--- src/hw/rtl/closest_point_on_triangle_top_assert.svh ---
// Assertion helpers for the closest-point pipeline
`ifndef CLOSEST_POINT_ON_TRIANGLE_TOP_ASSERT_SVH
`define CLOSEST_POINT_ON_TRIANGLE_TOP_ASSERT_SVH

// same-cycle implication
`define CPT_CHK_NOW(lbl, ck, rn, ante, cons) \
  lbl: assert property (@(posedge ck) disable iff (!rn) (ante) |-> (cons)) \
    else $error("cpt check failed");

// next-cycle implication
`define CPT_CHK_NEXT(lbl, ck, rn, ante, cons) \
  lbl: assert property (@(posedge ck) disable iff (!rn) (ante) |=> (cons)) \
    else $error("cpt check failed");

`endif

--- src/hw/rtl/cpt_pkg.sv ---
package cpt_pkg;

  localparam int COORD_W   = 32;
  localparam int MUL_CHUNK = 32;
  localparam int MUL_LAT   = 3;

  typedef enum logic [2:0] {
    REG_A  = 3'd0,
    REG_B  = 3'd1,
    REG_AB = 3'd2,
    REG_C  = 3'd3,
    REG_AC = 3'd4,
    REG_BC = 3'd5,
    REG_IN = 3'd6
  } region_t;

  typedef struct packed {
    logic signed [COORD_W-1:0] point_x;
    logic signed [COORD_W-1:0] point_y;
    logic signed [COORD_W-1:0] point_z;
    logic signed [COORD_W-1:0] a_x;
    logic signed [COORD_W-1:0] a_y;
    logic signed [COORD_W-1:0] a_z;
    logic signed [COORD_W-1:0] b_x;
    logic signed [COORD_W-1:0] b_y;
    logic signed [COORD_W-1:0] b_z;
    logic signed [COORD_W-1:0] c_x;
    logic signed [COORD_W-1:0] c_y;
    logic signed [COORD_W-1:0] c_z;
  } in_item_t;

  typedef struct packed {
    logic signed [COORD_W-1:0] near_x;
    logic signed [COORD_W-1:0] near_y;
    logic signed [COORD_W-1:0] near_z;
    logic [2:0]                region;
    logic                      degenerate;
  } out_item_t;

endpackage

--- src/hw/rtl/cpt_mul.sv ---
module cpt_mul import cpt_pkg::*; #(
  parameter int AW = 33,
  parameter int BW = 33
) (
  input  logic                    clk,
  input  logic signed [AW-1:0]    a,
  input  logic signed [BW-1:0]    b,
  output logic signed [AW+BW-1:0] p
);

  localparam int NA = (AW + MUL_CHUNK - 1) / MUL_CHUNK;
  localparam int NB = (BW + MUL_CHUNK - 1) / MUL_CHUNK;
  localparam int XA = NA * MUL_CHUNK;
  localparam int XB = NB * MUL_CHUNK;
  localparam int PW = AW + BW;

  logic [AW-1:0]          am_nxt, am_r;
  logic [BW-1:0]          bm_nxt, bm_r;
  logic                   neg0_r, neg1_r;
  logic [2*MUL_CHUNK-1:0] pp_r [NA][NB];
  logic [XA-1:0]          ax;
  logic [XB-1:0]          bx;
  logic [PW-1:0]          sum;
  logic signed [PW-1:0]   p_r;

  // sign-magnitude split so the chunk products stay unsigned
  assign am_nxt = a[AW-1] ? AW'(~a + AW'(1)) : AW'(a);
  assign bm_nxt = b[BW-1] ? BW'(~b + BW'(1)) : BW'(b);
  assign ax = XA'(am_r);
  assign bx = XB'(bm_r);

  always_comb begin
    sum = '0;
    for (int i = 0; i < NA; i++) begin
      for (int j = 0; j < NB; j++) begin
        sum = sum + (PW'(pp_r[i][j]) << ((i + j) * MUL_CHUNK));
      end
    end
  end

  always_ff @(posedge clk) begin
    am_r   <= am_nxt;
    bm_r   <= bm_nxt;
    neg0_r <= a[AW-1] ^ b[BW-1];
    neg1_r <= neg0_r;
    for (int i = 0; i < NA; i++) begin
      for (int j = 0; j < NB; j++) begin
        pp_r[i][j] <= ax[i*MUL_CHUNK +: MUL_CHUNK] * bx[j*MUL_CHUNK +: MUL_CHUNK];
      end
    end
    p_r <= $signed(neg1_r ? PW'(~sum + PW'(1)) : sum);
  end

  assign p = p_r;

endmodule

--- config.mk ---
export PLATFORM = sky130hd
export DESIGN_NAME = cpt_mul
export DESIGN_NICKNAME = d
export VERILOG_FILES = /design/src/hw/rtl/closest_point_on_triangle_top_assert.svh /design/src/hw/rtl/cpt_pkg.sv /design/src/hw/rtl/cpt_mul.sv
export SDC_FILE = /design/constraint.sdc
export NUM_CORES = 2
export LEC_CHECK = 0
export ABC_CLOCK_PERIOD_IN_PS = 13100
export BUFFER_PORTS_ARGS = -buffer_cell sky130_fd_sc_hd__buf_2
export CORE_MARGIN = 2
export CORE_UTILIZATION = 35
export CTS_CLUSTER_SIZE = 40
export DETAILED_ROUTE_END_ITERATION = 7
export RECOVER_POWER = 50
export SYNTH_ARGS = -nofsm -noshare
export SYNTH_HDL_FRONTEND = slang
export SYNTH_SLANG_ARGS = --single-unit
--- constraint.sdc ---
create_clock -name clk -period 13.1 [get_ports clk]
set_input_delay 3.93 -clock clk [delete_from_list [all_inputs] [get_ports clk]]
set_output_delay 3.93 -clock clk [all_outputs]
set_load 0.02 [all_outputs]
==> insert_results.sql <==
INSERT INTO impl_metrics (metric_group, metric, value, unit) VALUES
('run_status', 'status', 'complete, but fails checks', ''),
('run_status', 'violations', 'capacitance limit, slew limit', ''),
('worst_setup_path', 'cpMostUsedCell', 'sky130_fd_sc_hd__fa_1', ''),
('synth', 'synthesis.instances', '4666', ''),
('synth', 'syn-mean-instance-area', '9.412', 'µm²'),
('global_route', 'grt_total_ovfl', '0', ''),
('clock_network', 'number_of_clock_buffers_inserted_by_tritoncts', '35', ''),
('timing', 'timing.max_slew.rel_slack', '-83.86', '%'),
('timing', 'tightestPinTransition', '2758', 'ps'),
('floorplanning', 'fp.coreArea', '124100', 'µm²'),
('finish', 'n_fill_cell', '12444', ''),
('worst_setup_path', 'worstRegToRegCells', '24', ''),
('timing', 'final-max-slew-violation-count', '1052', ''),
('synth', 'synth_top_family_by_area', 'adder cells', ''),
('global_route', 'grt_pass1_wl', '196.8', 'mm'),
('clock_network', 'ctsLongestPathBuffers', '3', ''),
('floorplanning', 'floorplan.initialDensity', '35.38', '%'),
('timing', 'setup_violations', '0', ''),
('floorplanning', 'die_w', '358.2', 'µm'),
('worst_setup_path', 'worst-setup-path-type', 'flop to flop', ''),
('worst_setup_path', 'timing.critical_path.to', 'pp_r[0][94]$_DFF_P_', ''),
('clock_network', 'clk_latency', '610', 'ps'),
('flow_run', 'drv_cap', '30', ''),
('drt', 'post_dr_vias_cell', '4.989', ''),
('drt', 'ant_nets', '0', ''),
('place', 'io_buffer_count', '132', ''),
('worst_setup_path', 'worst-endpoint-required', '13590', 'ps'),
('drt', 'detail_route.first_pass.iterations', '5', ''),
('synth', 'synth_enable_flop_cells', '0', ''),
('place', 'dp_hpwl', '92.24', 'mm'),
('synth', 'syn_area', '43920', 'µm²'),
('global_route', 'grt_antenna_before_repair', '8', ''),
('floorplanning', 'num_io_pins', '133', ''),
('drt', 'wl_per_instance', '19.84', 'µm'),
('clock_network', 'worst_setup_hold_path_clk_slew', '60', 'ps'),
('global_route', 'grt_resource_usage_total', '20.03', '%'),
('synth', 'syn_nets', '5960', ''),
('drt', 'num_vias', '31527', ''),
('synth', 'yosys.area_share.adder', '50.84', '%'),
('timing', 'max_freq', '99.65', 'MHz'),
('floorplanning', 'std_cell_rows', '129', ''),
('clock_network', 'cts.htree.levels', '2', ''),
('finish', 'number_of_inserted_diodes', '0', ''),
('finish', 'layout-drive-gt1-share', '5.703', '%'),
('timing', 'post_route_clock_skew', '30.17', 'ps'),
('timing', 'grt_setup_unrepaired', 'false', ''),
('synth', 'ys_top_cells_by_count', 'sky130_fd_sc_hd__fa_1 (929), sky130_fd_sc_hd__inv_1 (872), sky130_fd_sc_hd__and2_1 (661)', ''),
('synth', 'synth-warning-count', '0', ''),
('synth', 'synth.area.top_cells', 'sky130_fd_sc_hd__fa_1 (42%), sky130_fd_sc_hd__dfxtp_1 (12%), sky130_fd_sc_hd__and2_1 (9.4%)', ''),
('drt', 'dr.first_iter.drc_count', '2414', ''),
('timing', 'min_period', '10030', 'ps'),
('clock_network', 'clockRootBuffer', 'sky130_fd_sc_hd__clkbuf_16', ''),
('worst_setup_path', 'crit_path_start', 'bm_r[18]$_DFF_P_', ''),
('drt', 'route.detailed.drc', '0', ''),
('place', 'globalplace.congestion', '0.8957', ''),
('worst_setup_path', 'worst-r2r-setup-slack', '3070', 'ps'),
('worst_setup_path', 'cp_data_arrival_time', '10530', 'ps'),
('worst_setup_path', 'timing.critical_path.to_type', 'flop', ''),
('synth', 'synth_top_cell_by_area', 'sky130_fd_sc_hd__fa_1', ''),
('floorplanning', 'fp.dieArea', '128300', 'µm²'),
('hold_path', 'path_category_of_the_worst_min_delay_check', 'flop to flop', ''),
('finish', 'area_growth', '7.857', '%'),
('worst_setup_path', 'timing.critical_path.slowest_stage_cell', 'sky130_fd_sc_hd__clkbuf_1', ''),
('clock_network', 'post_cts_buffers', '0', ''),
('timing', 'timing.setup.tns', '0', 'ps'),
('drt', 'postRouteWirelength', '125.4', 'mm'),
('clock_network', 'cts_resized', '0', ''),
('timing', 'finalHoldViolations', '0', ''),
('finish', 'nNetsFinal', '5950', ''),
('clock_network', 'cts_sinks', '263', ''),
('synth', 'ys.flop_type', 'sky130_fd_sc_hd__dfxtp_1', '');
==> worst max-delay path, delay by kind of cell, from the launching register on <==
family                     cells  cell delay, ps
and+or+nand+nor                4            1050
buffers and inverters          4            2190
adders and majority gates      9            4200
DFF                            1             310
AOI/OAI and AO/OA              6            1980
xor gates and xnor gates       1             150
==> how the worst min path moves through the flow <==
stage                                   start             end  slack, ps  depth (start not counted)
after floorplan                neg0_r$_DFF_P_  neg1_r$_DFF_P_        310                          0
after global placement    pp_r[0][33]$_DFF_P_    p[0]$_DFF_P_        400                          0
after detailed placement  pp_r[0][33]$_DFF_P_    p[0]$_DFF_P_        390                          0
after CTS                 pp_r[0][33]$_DFF_P_    p[0]$_DFF_P_        390                          0
after global routing      pp_r[0][33]$_DFF_P_    p[0]$_DFF_P_        390                          0
final                     pp_r[0][33]$_DFF_P_    p[0]$_DFF_P_        380                          0
==> cell type report <==
cell class | count | area, µm² | share of cell area [%]
well taps | 1637 | 2048 | 4.324
inverters | 872 | 3273 | 6.910
multi-input cells | 3294 | 34490 | 72.81
clock inverters | 22 | 339.1 | 0.7158
repair buffers | 190 | 1008 | 2.129
clock buffers | 41 | 918.4 | 1.939
flip-flops and latches | 263 | 5291 | 11.17
==> per-layer routing <==
| layer | track usage (%) | routed length, µm |
|---|---|---|
| met3 | 5.213 | 12630 |
| met2 | 29.29 | 51950 |
| met5 | 0 | 20 |
| met1 | 28.99 | 57150 |
| met4 | 5.866 | 3620 |
==> layout by cell type (no fill, tap or decap), drive strengths merged, types with 17 or more instances in the layout <==
| master | Yosys | final |
|---|---|---|
| clkbuf | 237 | 67 |
| a21o | 61 | 61 |
| nand4 | 21 | 21 |
| nor2 | 48 | 48 |
| ha | 298 | 298 |
| dfxtp | 263 | 263 |
| nand3 | 26 | 26 |
| o21bai | 20 | 20 |
| a21oi | 87 | 87 |
| xnor2 | 160 | 160 |
| nand2 | 547 | 547 |
| nand2b | 17 | 17 |
| fa | 929 | 929 |
| o41ai | 18 | 18 |
| o31ai | 38 | 38 |
| nor3 | 25 | 25 |
| xor2 | 56 | 56 |
| or3 | 28 | 28 |
| inv | 872 | 880 |
| buf | 0 | 164 |
| o21ai | 97 | 97 |
| and2 | 662 | 662 |
==> metrics by stage <==
step | cells | setup slack, ps | util (%) | hold slack [ps] | instance area (µm²)
global placement | 6256 | 4021 | 37.23 | 397.2 | 46210
floorplan | 4666 | 5352 | - | 309.6 | 43920
finish | 6319 | 3065 | 38.16 | 382.8 | 47370
CTS | 6319 | 3919 | 38.24 | 394.3 | 47470
global route | 6319 | 2641 | 38.16 | 394.1 | 47370
detailed placement | 6256 | 3933 | 37.23 | 385.8 | 46210
==> kinds of logic after synthesis <==
kind of cell | count (synthesis)
xor+xnor | 216
compound gates | 405
flops | 263
simple gates | 1445
mux | 1
fa+ha+maj | 1227
buf+inv | 1109
==> sequential cells by signal (all words and copies together) (netlist names) <==
register  cells
neg0_r        1
p            66
am_r         33
bm_r         33
neg1_r        1
pp_r        129
Power is left out: the tool's default activity adds up to more than one toggle a clock period on the data nets, which glitch-free logic cannot reach.
